File: src/hw/rtl/lsed_pkg.sv
// ----------------------------------------------------------------------------
// lsed_pkg
// Shared types, reset thresholds and the direction scale for the escape
// direction block.
// ----------------------------------------------------------------------------
package lsed_pkg;

  localparam int SENSOR_COUNT = 8;
  localparam int SAMPLE_W     = 10;
  localparam int INDEX_W      = $clog2(SENSOR_COUNT);
  localparam int DIR_W        = 8;

  typedef logic [SAMPLE_W-1:0] sample_t;
  typedef sample_t [SENSOR_COUNT-1:0] sample_arr_t;
  typedef logic [INDEX_W-1:0] sensor_idx_t;
  typedef logic [DIR_W-1:0] dir_t;

  // Combinational result of one frame.
  typedef struct packed {
    logic hit;
    dir_t dir;
  } lsed_result_t;

  localparam sample_arr_t THR_RESET = {
    10'd480, 10'd452, 10'd538, 10'd505, 10'd490, 10'd480, 10'd500, 10'd515
  };

  // Gap middle in half-sensor steps (0..15) to the 0..255 circle scale,
  // rounded half up.
  function automatic dir_t dir_from_half(input logic [3:0] h);
    logic [11:0] p;
    p = {8'd0, h} * 12'd255 + 12'd8;
    return p[11:4];
  endfunction

endpackage

File: src/hw/rtl/line_sensor_escape_direction.sv
// ----------------------------------------------------------------------------
// line_sensor_escape_direction
// Path: an accepted frame is held in the frame register, then its direction beat in the output register.
// Throughput: one frame per cycle while the output is not stalled; frame register, then compare and gap logic.
// Reset: synchronous; clears both valid flags and reloads default thresholds.
// ----------------------------------------------------------------------------
module line_sensor_escape_direction import lsed_pkg::*; (
  input  logic        clk,
  input  logic        rst,
  input  logic        cfg_we,
  input  sensor_idx_t cfg_index,
  input  sample_t     cfg_wdata,
  input  logic        sample_valid,
  output logic        sample_ready,
  input  sample_t     sample_0,
  input  sample_t     sample_1,
  input  sample_t     sample_2,
  input  sample_t     sample_3,
  input  sample_t     sample_4,
  input  sample_t     sample_5,
  input  sample_t     sample_6,
  input  sample_t     sample_7,
  output logic        direction_valid,
  input  logic        direction_ready,
  output dir_t        direction_byte
);

  sample_arr_t  thr;
  sample_arr_t  frame;
  logic         frame_valid;
  lsed_result_t result;
  logic         out_free;
  logic         frame_go;

  lsed_thr_regs u_thr (
    .clk       (clk),
    .rst       (rst),
    .cfg_we    (cfg_we),
    .cfg_index (cfg_index),
    .cfg_wdata (cfg_wdata),
    .thr       (thr)
  );

  lsed_core u_core (
    .samples (frame),
    .thr     (thr),
    .result  (result)
  );

  // A frame with no sensor on the line leaves without a beat.
  assign out_free     = !direction_valid || direction_ready;
  assign frame_go     = frame_valid && (!result.hit || out_free);
  assign sample_ready = !frame_valid || frame_go;

  always_ff @(posedge clk) begin
    if (rst) begin
      frame_valid     <= 1'b0;
      direction_valid <= 1'b0;
    end else begin
      if (sample_ready) begin
        frame_valid <= sample_valid;
      end
      if (frame_go && result.hit) begin
        direction_valid <= 1'b1;
      end else if (direction_ready) begin
        direction_valid <= 1'b0;
      end
    end
  end

  always_ff @(posedge clk) begin
    if (sample_valid && sample_ready) begin
      frame <= {sample_7, sample_6, sample_5, sample_4,
                sample_3, sample_2, sample_1, sample_0};
    end
    if (frame_go && result.hit) begin
      direction_byte <= result.dir;
    end
  end

endmodule

File: src/hw/rtl/lsed_thr_regs.sv
// ----------------------------------------------------------------------------
// lsed_thr_regs
// Per-sensor on-line threshold registers behind the plain write port.
// ----------------------------------------------------------------------------
module lsed_thr_regs import lsed_pkg::*; (
  input  logic        clk,
  input  logic        rst,
  input  logic        cfg_we,
  input  sensor_idx_t cfg_index,
  input  sample_t     cfg_wdata,
  output sample_arr_t thr
);

  always_ff @(posedge clk) begin
    if (rst) begin
      thr <= THR_RESET;
    end else if (cfg_we) begin
      thr[cfg_index] <= cfg_wdata;
    end
  end

endmodule

File: src/hw/rtl/lsed_core.sv
// ----------------------------------------------------------------------------
// lsed_core
// Threshold compare, ring gap search and direction scaling for one frame.
// ----------------------------------------------------------------------------
module lsed_core import lsed_pkg::*; (
  input  sample_arr_t  samples,
  input  sample_arr_t  thr,
  output lsed_result_t result
);

  logic [SENSOR_COUNT-1:0] on_line;
  logic [INDEX_W:0]        gap [SENSOR_COUNT];
  logic [INDEX_W:0]        best_gap;
  sensor_idx_t             best_start;
  logic [INDEX_W+1:0]      h_full;

  always_comb begin
    for (int i = 0; i < SENSOR_COUNT; i++) begin
      on_line[i] = (samples[i] <= thr[i]);
    end
  end

  // Distance from each sensor to the next on-line sensor around the ring.
  // A lone sensor sees the whole ring.
  always_comb begin
    for (int i = 0; i < SENSOR_COUNT; i++) begin
      gap[i] = (INDEX_W+1)'(SENSOR_COUNT);
      for (int j = SENSOR_COUNT - 1; j >= 1; j--) begin
        if (on_line[(i + j) % SENSOR_COUNT]) begin
          gap[i] = (INDEX_W+1)'(j);
        end
      end
    end
  end

  // Walk in ascending order; a strict compare keeps the earliest gap on a tie.
  always_comb begin
    best_gap   = '0;
    best_start = '0;
    for (int i = 0; i < SENSOR_COUNT; i++) begin
      if (on_line[i] && (gap[i] > best_gap)) begin
        best_gap   = gap[i];
        best_start = sensor_idx_t'(i);
      end
    end
  end

  // The sum stays below 32, so wrapping by 16 is just the low four bits.
  assign h_full     = {1'b0, best_start, 1'b0} + {1'b0, best_gap};
  assign result.hit = |on_line;
  assign result.dir = dir_from_half(h_full[3:0]);

endmodule

File: config.mk
export PLATFORM = sky130hd
export DESIGN_NAME = line_sensor_escape_direction
export DESIGN_NICKNAME = d
export VERILOG_FILES = /design/src/hw/rtl/lsed_pkg.sv /design/src/hw/rtl/line_sensor_escape_direction.sv /design/src/hw/rtl/lsed_thr_regs.sv /design/src/hw/rtl/lsed_core.sv
export SDC_FILE = /design/constraint.sdc
export NUM_CORES = 1
export LEC_CHECK = 0
export BUFFER_PORTS_ARGS = -buffer_cell sky130_fd_sc_hd__buf_2
export CAP_MARGIN = 20
export CORE_MARGIN = 2
export CORE_UTILIZATION = 39
export DETAILED_ROUTE_END_ITERATION = 8
export PLACE_DENSITY = 0.63
export SYNTH_ARGS = -nofsm -noshare
export SYNTH_HDL_FRONTEND = slang
export SYNTH_SLANG_ARGS = --single-unit
File: constraint.sdc
create_clock -name clk -period 19.3 [get_ports clk]
set_input_delay 0.965 -clock clk [delete_from_list [all_inputs] [get_ports clk]]
set_output_delay 0.965 -clock clk [all_outputs]
set_load 0.02 [all_outputs]
---- Word level (Yosys, flattened, before mapping) ----
Index checks and enable logic that the tools add are counted.
cells by class
  div/mod/pow operators ................... 0
  bitwise gates (word level) .............. 0
  mux-type cells .......................... 76
  shifts and indexed selects .............. 0
  $add $sub $neg .......................... 2
  reductions and logical operators ........ 20
  equality and inequality tests ........... 0
  multipliers ............................. 1
  order comparisons ....................... 18
operators with widths
  operator                                                           count
  two-way mux 4 bit                                                  64
  bitwise mux 80 bit                                                 1
  less-or-equal comparator 10 bit                                    8
  demux 10 bit (select 3 bit)                                        1
  > comparator 4 bit                                                 7
  adder 12 x 4 -> 12 bit, second input constant                      1
  logical AND 1 bit                                                  12
  multiplier 4 x 8 -> 12 bit, second input constant                  1
  two-way mux 3 bit                                                  4
  two-way mux 10 bit                                                 1
  OR reduction 8 bit                                                 1
  adder 4 bit                                                        1
  > comparator 4 x 1 -> 1 bit, second input constant                 1
  less-than comparator 3 x 4 -> 1 bit, second input constant         1
  two-way mux 2 bit                                                  2
  greater-or-equal comparator 3 x 1 -> 1 bit, second input constant  1
  logical NOT 1 bit                                                  3
  logical OR 1 bit                                                   3
  two-way mux 1 bit                                                  3
  nonzero test 2 bit                                                 1
storage, ports and cells
  output and inout bits ................... 10
  register bits ........................... 170
  word-level logic and storage cells ...... 136
  latch bits .............................. 0
  bits in writable memories ............... 0
  bits in read-only memories .............. 0
  input port bits ......................... 98
  memories ................................ 0

---- Longest topological paths before layout ----
Gate-level depths: netlist (run 1).
  depth in word-level cells ............... 35
  depth in mapped cells ................... 87
  mapped depth without buffers ............ 86

---- Modules after synthesis ----
Synthesis (run 1) repeated with hierarchy kept, for this count alone.
unflattened totals
  cell total of the unflattened synthesis .. 1018
  area, all modules ....................... 10502.6 sq um
modules (own cells, without submodules)
  module                        instances  cells each  area an instance (sq um)  sequential area each (sq um)
  lsed_core                     1          627         4633.2                    0.0
  lsed_thr_regs                 1          293         3120.5                    1601.5
  line_sensor_escape_direction  1          98          2748.9                    2682.6

---- Worst setup path before layout (run 1) ----
No wires, ideal clock.
  kind .................................... register to register
  start point ............................. register u_thr.thr[53] (netlist bit)
  end point ............................... register direction_byte[5], data pin
  setup slack ............................. 4.328 ns
  setup time .............................. 0.258 ns
  buffers on the path ..................... 1
  cell stages (with the launch flop) ...... 83
  required time ........................... 19.042 ns
  data arrival time ....................... 14.714 ns
  cell sequence ........................... dfxtp_1 -> inv_1 -> ha_1 -> a21o_1 -> a21o_1 -> a2111oi_2 -> a311o_1 -> buf_4 -> a211oi_1 -> nor2_1 -> nor2_1 -> ha_1 -> nor2b_1 -> o21a_1 -> o21a_1 -> o21ai_0 -> nor2_1 -> o211ai_1 -> [47 not listed] -> fa_1 -> xor2_1 -> ha_1 -> inv_1 -> fa_1 -> inv_1 -> fa_1 -> nand3b_1 -> nand3b_1 -> o22ai_1 -> a21oi_2 -> fa_1 -> nor2b_1 -> o22ai_1 -> a21oi_1 -> o21a_1 -> nor2_1 -> xnor2_1
RTL lines
  what                             line                                text
  start, declared                  lsed_thr_regs.sv:11                 output sample_arr_t thr
  start signal, assigned by index  lsed_thr_regs.sv:18                 thr[cfg_index] <= cfg_wdata;
  end signal, assigned             line_sensor_escape_direction.sv:77  direction_byte <= result.dir;
  end, declared                    line_sensor_escape_direction.sv:25  output dir_t direction_byte

==> results of run 1 <==
-- Yosys cell counts (6+ instances only) --
| master | instances |
|---|---|
| a211o_1 | 30 |
| a211oi_1 | 11 |
| a211oi_2 | 7 |
| a21o_1 | 14 |
| a21oi_1 | 70 |
| and2_1 | 13 |
| and3_1 | 7 |
| clkbuf_1 | 22 |
| clkbuf_2 | 8 |
| dfxtp_1 | 82 |
| edfxtp_1 | 88 |
| fa_1 | 9 |
| ha_1 | 126 |
| inv_1 | 112 |
| mux2i_1 | 11 |
| nand2_1 | 117 |
| nand2b_1 | 13 |
| nand3_1 | 15 |
| nand3b_1 | 12 |
| nand4_1 | 23 |
| nor2_1 | 83 |
| nor2b_1 | 19 |
| nor3_1 | 11 |
| o211ai_1 | 6 |
| o21a_1 | 21 |
| o21ai_0 | 21 |
| o21ai_1 | 7 |
| xnor2_1 | 7 |
-- cell families (layout without fill, tap and decap cells) --
family | count (synthesis) | after routing | synth area share, %
multiplexers | 16 | 16 | 1.734
AO/OA/AOI/OAI | 234 | 234 | 17.33
flip-flops | 170 | 170 | 41.81
buffers and inverters | 151 | 260 | 5.861
XOR/XNOR | 10 | 10 | 0.8548
adder cells (fa/ha/maj) | 135 | 135 | 17.14
AND/OR/NAND/NOR | 331 | 331 | 15.27
-- final cells by class --
cell class | instances | area (um2) | share of cell area [%]
Timing Repair Buffer | 115 | 615.6 | 5.258
Multi-Input combinational cell | 726 | 5365 | 45.83
Inverter | 113 | 424.2 | 3.623
Sequential cell | 170 | 4284 | 36.59
Tap cell | 335 | 419.2 | 3.580
Clock inverter | 12 | 121.4 | 1.037
Clock buffer | 20 | 478.0 | 4.082
-- metrics by stage --
stage	util [%]	setup WS [ps]	hold slack [ps]	instances	instance area (um2)
floorplan	-	4328	436.3	1047	10250
detailed placement	42.76	2425	447.5	1458	11080
global placement	42.74	2800	443.3	1457	11070
global route	45.18	1156	473.7	1491	11710
CTS	45.08	2395	457.1	1490	11680
finish	45.18	2341	455.0	1491	11710
-- final timing paths --
| path | slack [ps] | start | cells past startpoint | to |
|---|---|---|---|---|
| hold reg to reg | 460 | u_thr.thr[42] | 2 | u_thr.thr[42] |
| setup / recovery | 2340 | u_thr.thr[53] | 82 | direction_byte[5] |
| setup reg to reg | 2340 | u_thr.thr[53] | 82 | direction_byte[5] |
| hold / removal | 460 | u_thr.thr[42] | 2 | u_thr.thr[42] |
-- routing by layer --
metal,GRT usage (%),vias to the layer above,part of all wire [%]
met5,0,-,0
met4,4.915,0,1.4
met3,3.861,27,5.0
met2,29.93,195,49
met1,22.16,3692,44
li1,-,3912,-
-- flip-flops by register name (all words and copies together) (netlist names) --
name	flops
direction_byte	8
frame_valid	1
frame	80
direction_valid	1
u_thr.thr	80
-- critical path, delay by kind of cell, from the launching register on --
family	cells	cell delay [ps]
AO/OA/AOI/OAI	38	7630
adder cells (fa/ha/maj)	13	4000
flip-flops	1	350
buffers and inverters	5	540
AND/OR/NAND/NOR	24	3820
XOR/XNOR	2	320
-- cell usage in the layout, fill, tap and decap left out, types with 13 or more instances in the layout --
master     synthesis  routed
nor2b_1           19      19
a21o_1            14      14
ha_1             126     126
dfxtp_1           82      82
o21a_1            21      21
edfxtp_1          88      88
a21oi_1           70      70
o21ai_0           21      21
clkbuf_16          0      18
inv_1            112     112
nand4_1           23      23
a211o_1           30      30
nor2_1            83      83
nand2b_1          13      13
nand3_1           15      15
nand2_1          117     117
buf_2              4     107
==> metrics.csv, run 1 <==
metric,value,unit
drt total wl,24010,um
Mapped Cells,1047,
CTS sink count,170,
Worst path max stage delay,570,ps
max-slew violations,0,
WS Path Type,flop to flop,
overflow left after global routing,0,
Fin Setup TNS,0,ps
synthesized area,10250,um2
RSZ-0062 raised after global routing,false,
Layout fillers,2449,
CP max stage cell,a2111oi_2,
drc violations,0,
Nets,1376,
Synth cell types,77,
Worst EP required,19490,ps
worst-margin pin slew,1012,ps
# diodes,0,
Post-CTS Setup Repair Bufs,0,
"EDFF count, synth",88,
syn nets,1280,
I/O Pins,108,
WL per Instance,16.10,um
skew final,26.72,ps
final hold vios,0,
Synth top area share,25.79,%
Routability Congestion,0.8915,
post-synthesis register bit count,170,
Routed Antenna Nets,0,
"FFs w/ async S/R, synth",0,%
Max Cap Viol,0,
Critical Path AT,17150,ps
Core Box Area,25910,um2
Initial Util,39.55,%
status,completed,
initial antenna violation count,0,
H-tree depth,4,
final clock period utilization by the worst path,87.87,%
Crit path top cell by count,o21a_1,
"Avg Cell Area, Syn",9.787,um2
global-route usage over all layers,17.45,%
setup violators final,0,
hold_buf cts,0,
Detailed Place HPWL,17640,um
sequential share of the synthesized area,41.81,%
Max Root-Sink Buffers,2,
Vias/cell,5.249,
Skew-Pair Late Insertion Delay,450,ps
top_reg_cell synth,edfxtp_1,
post_cts resized,0,
crit path max fanout,11,
area grow syn2layout,14.25,%
Hold/Removal Path Class,flop to flop,
layout cells sized above 1,16.44,%
Fmax,58.97,MHz
Die Width,166.1,um
Slew headroom,32.32,%
via count,7826,
CTS Buf Count,17,
DIE AREA,27590,um2
clock root cell,clkbuf_16,
first-pass GRT wire length,38210,um
largest area contributor in the netlist,edfxtp_1,
DRT iter0 DRCs,666,
fin crit period,16960,ps
synth top area cells,"edfxtp_1 26%, dfxtp_1 16%, ha_1 15%",
Setup crit start kind,flop,
Cell Rows,59,
Worst-path clk slew,70,ps
Die H,166.1,um
largest net degree at the start of global routing,83,
vias in the first global route,7622,
CP Capture Type,flop,
Yosys warnings,0,
router iterations before antenna repair,5,
CTS tree,done,
PortBufs,107,
Power of run 1 is not shown: default switching activity piles up to over one toggle a cycle in this logic, so the estimate is an artifact.
==> inputs of run 2 (changes only) <==
MAX_ROUTING_LAYER = met4   (was default)
==> run 2 against run 1 <==
Sequential share of layout area rose by 0.063 points. Final cell count stayed put. Non-clock buffer count is 1 lower. Critical path depth fell by 1. Clock skew down 15 ps. Flip-flop and latch count unchanged. Highest routed layer unchanged. Hold slack is essentially flat. Die area did not move. Final area fell by 0.17%. Global-route usage grew 0.25 points. Count of clock-buffer cells in the layout shrank 2.
==> metrics.csv, run 2 (same netlist as run 1, synthesis figures left out) <==
metric,value,unit
first-pass GRT wire length,37830,um
hold_buf cts,0,
worst-margin pin slew,1022,ps
RSZ-0062 raised after global routing,false,
Worst-path clk slew,70,ps
area grow syn2layout,14.05,%
WL per Instance,15.93,um
initial antenna violation count,1,
H-tree depth,4,
Max Root-Sink Buffers,2,
I/O Pins,108,
multi-input logic area,5365,um2
Initial Util,39.55,%
post_cts resized,0,
Routability Congestion,0.8821,
WS Path Type,flop to flop,
final setup margin,2470,ps
Critical path origin,u_thr.thr[53],
clock root cell,clkbuf_16,
DRT iter0 DRCs,702,
Fmax,59.42,MHz
final hold vios,0,
worst reg2reg startpoint,u_thr.thr[53],
skew final,11.84,ps
fin crit period,16830,ps
Post-CTS Setup Repair Bufs,0,
Die H,166.1,um
largest net degree at the start of global routing,83,
Routed Antenna Nets,0,
vias in the first global route,7346,
CTS tree,done,
CTS sink count,170,
CP max stage cell,a311o_1,
Setup WS pre-CTS,2566,ps
Worst path max stage delay,530,ps
overflow left after global routing,0,
Cell Rows,59,
Critical Path AT,17010,ps
CP Capture Type,flop,
Worst EP required,19480,ps
Max Cap Viol,0,
via count,7720,
Register Area,4284,um2
drc violations,0,
Layout fillers,2499,
PortBufs,107,
Die Width,166.1,um
final clock period utilization by the worst path,87.20,%
most frequent cells in the layout,"126 x ha_1, 117 x nand2_1, 112 x inv_1, 107 x buf_2, 88 x edfxtp_1",
crit path max fanout,11,
Setup crit start kind,flop,
Core Box Area,25910,um2
Top Registers,"frame x80, u_thr.thr x80, direction_byte x8",
router iterations before antenna repair,5,
"commonest non-fill, non-tap cell in the layout",ha_1,
max-slew violations,0,
DIE AREA,27590,um2
Hold Crit Start,u_thr.thr[3],
Nets,1375,
CTS Buf Count,17,
Crit path top cell by count,o21a_1,
setup violators final,0,
Skew-Pair Late Insertion Delay,430,ps
layout cells sized above 1,16.28,%
status,completed,
Slew headroom,31.59,%
drt total wl,23750,um
Fin Setup TNS,0,ps
global-route usage over all layers,17.71,%
Vias/cell,5.178,
Hold/Removal Path Class,flop to flop,
Detailed Place HPWL,17720,um
==> run 2: cell types whose count changed in the layout (fill, tap and decap cells not counted) <==
cell,change
clkinv_4,-3
inv_6,+3
bufinv_16,+2
clkbuf_8,-2
buf_16,-1
clkbuf_1,+1
clkbuf_16,-1
clkinv_2,+1
diode_2,+1
inv_8,-1
==> run 2: worst max-delay path, delay by kind of cell (launching register included) <==
kind	cells	cell delay, ps
AND/OR/NAND/NOR	23	3480
flip-flops	1	340
adder cells (fa/ha/maj)	13	4060
XOR/XNOR	2	310
AO/OA/AOI/OAI	38	7930
buffers and inverters	5	470
==> run 2: final timing paths <==
check | end | slack (ps) | cells after the start
setup / recovery | direction_byte[5] | 2470 | 81
hold / removal | u_thr.thr[3] | 450 | 2
setup reg to reg | direction_byte[5] | 2470 | 81
hold reg to reg | u_thr.thr[3] | 450 | 2
==> run 2: metal layers <==
layer  part of all wire (%)  GRT usage (%)
met1                     45          22.65
met2                     48          28.65
met3                    4.1          2.812
met4                    2.0          6.049
met5                      0              -
==> run 2: cell type report <==
| class | instances | share of cell area [%] |
|---|---|---|
| Multi-Input combinational cell | 726 | 45.91 |
| Sequential cell | 170 | 36.66 |
| Timing Repair Buffer | 114 | 5.032 |
| Clock buffer | 18 | 3.672 |
| Inverter | 113 | 3.629 |
| Tap cell | 335 | 3.586 |
| Clock inverter | 14 | 1.499 |
| Antenna cell | 1 | 0.02141 |
==> run 2: per-stage QoR <==
step,instance area [um2],cells,hold slack [ps],util [%]
CTS,11690,1490,457.7,45.10
floorplan,10250,1047,436.3,-
global placement,11070,1457,442.4,42.74
detailed placement,11080,1458,447.1,42.76
global route,11690,1491,467.9,45.11
finish,11690,1491,454.7,45.11
Power of run 2 is left out for the same reason.
==> inputs of run 3 (changes only) <==
BUFFER_PORTS_ARGS = default   (was -buffer_cell sky130_fd_sc_hd__buf_2)
DONT_BUFFER_PORTS = 1   (was default)
PLACE_DENSITY = 0.59   (was 0.63)
==> run 3 against run 2 <==
Register-to-register slack worse by 200 ps. Routed wire length is 0.42% higher. Non-clock buffer count is 106 lower. Critical path depth is 1 higher. Setup slack worse by 200 ps. Hold slack worse by 6.2 ps. Final area is 4.2% lower. Sequential share of layout area is 1.6 points higher. Flip-flop and latch count stayed put. Clock skew is 11 ps higher. Critical endpoint unchanged.
==> metrics.csv, run 3 (same netlist as run 1, synthesis figures left out) <==
metric,value,unit
"Design Area, Final",11200,um2
first-pass GRT wire length,37870,um
Fin Setup TNS,0,ps
vias in the first global route,7120,
worst-margin pin slew,967.1,ps
drt total wl,23840,um
most frequent cells in the layout,"126 x ha_1, 117 x nand2_1, 112 x inv_1, 88 x edfxtp_1, 83 x nor2_1",
Initial Util,39.55,%
Setup crit start kind,flop,
status,completed,
Crit path top cell by count,o21a_1,
PortBufs,0,
post_cts resized,0,
DRT iter0 DRCs,668,
worst reg2reg startpoint,u_thr.thr[53],
via count,7336,
Max Cap Viol,0,
CP max stage cell,a2111oi_2,
final hold vios,0,
overflow left after global routing,0,
Max Root-Sink Buffers,2,
Hold/Removal Path Class,flop to flop,
largest net degree at the start of global routing,83,
Critical Path AT,17230,ps
router iterations before antenna repair,5,
Slew headroom,35.29,%
hold_buf cts,0,
Worst path max stage delay,560,ps
WL per Instance,17.23,um
skew final,22.41,ps
initial antenna violation count,0,
Routability Congestion,0.8946,
WHS Endpoint,u_thr.thr[49],
RSZ-0062 raised after global routing,false,
Nets,1269,
# diodes,0,
Top Registers,"frame x80, u_thr.thr x80, direction_byte x8",
flop2flop setup slack,2270,ps
I/O Pins,108,
"commonest non-fill, non-tap cell in the layout",ha_1,
setup violators final,0,
max-slew violations,0,
Detailed Place HPWL,17540,um
Hold Crit Start,u_thr.thr[49],
Post-CTS Setup Repair Bufs,0,
CTS sink count,170,
clock root cell,clkbuf_16,
global-route usage over all layers,17.80,%
layout cells sized above 1,7.912,%
Die H,166.1,um
Cell Rows,59,
Critical path origin,u_thr.thr[53],
Placed Instance Area,10550,um2
Worst Hold Depth,2,
Routed Antenna Nets,0,
CP Capture Type,flop,
CTS tree,done,
Vias/cell,5.301,
Skew-Pair Late Insertion Delay,440,ps
fin crit period,17030,ps
H-tree depth,4,
Die Width,166.1,um
Worst R2R End,direction_byte[5],
area grow syn2layout,9.304,%
r2r worst-path depth,82,
WS Path Type,flop to flop,
drc violations,0,
Worst EP required,19490,ps
DIE AREA,27590,um2
Core Box Area,25910,um2
Worst-path clk slew,80,ps
final clock period utilization by the worst path,88.26,%
crit path max fanout,11,
CTS Buf Count,17,
Fmax,58.70,MHz
-- run 3: layout make-up --
class | count | area, um2
well taps | 335 | 419.2
repair buffers | 8 | 83.83
fillers | 2500 | 14710
clock inverters | 15 | 198.9
multi-input cells | 726 | 5365
inverters | 113 | 424.2
clock buffers | 17 | 425.4
flip-flops and latches | 170 | 4284
-- run 3: per-layer routing --
metal / vias to the layer above / part of all wire, % / GRT usage (%)
met3: 17 / 4.9 / 3.694
li1: 3675 / - / -
met4: 0 / 1.1 / 4.197
met2: 172 / 50 / 29.88
met5: - / 0 / -
met1: 3472 / 44 / 22.07
-- run 3: worst max path at each step --
stage | slack, ps | depth (start not counted) | to
after floorplan | 4330 | 82 | direction_byte[5]
after global placement | 2590 | 82 | direction_byte[5]
after detailed placement | 2390 | 82 | direction_byte[5]
after CTS | 2370 | 82 | direction_byte[5]
after global routing | 930 | 82 | direction_byte[5]
final | 2270 | 82 | direction_byte[5]
-- run 3: stage by stage --
step | util [%] | instances | hold slack [ps] | setup slack [ps]
after floorplan | - | 1047 | 436.3 | 4328
after global placement | 40.67 | 1350 | 436.9 | 2593
after detailed placement | 40.71 | 1351 | 441.3 | 2392
after CTS | 43.12 | 1383 | 450.8 | 2366
after global routing | 43.23 | 1384 | 468.4 | 935.0
final | 43.23 | 1384 | 448.5 | 2265
-- run 3: worst max-delay path, delay by kind of cell (launching register included) --
family | cells | cell delay (ps)
AO/OA/AOI/OAI | 38 | 7750
XOR/XNOR | 2 | 320
adder cells (fa/ha/maj) | 13 | 3980
buffers and inverters | 5 | 550
flip-flops | 1 | 340
AND/OR/NAND/NOR | 24 | 3820
Power of run 3 is left out for the same reason.
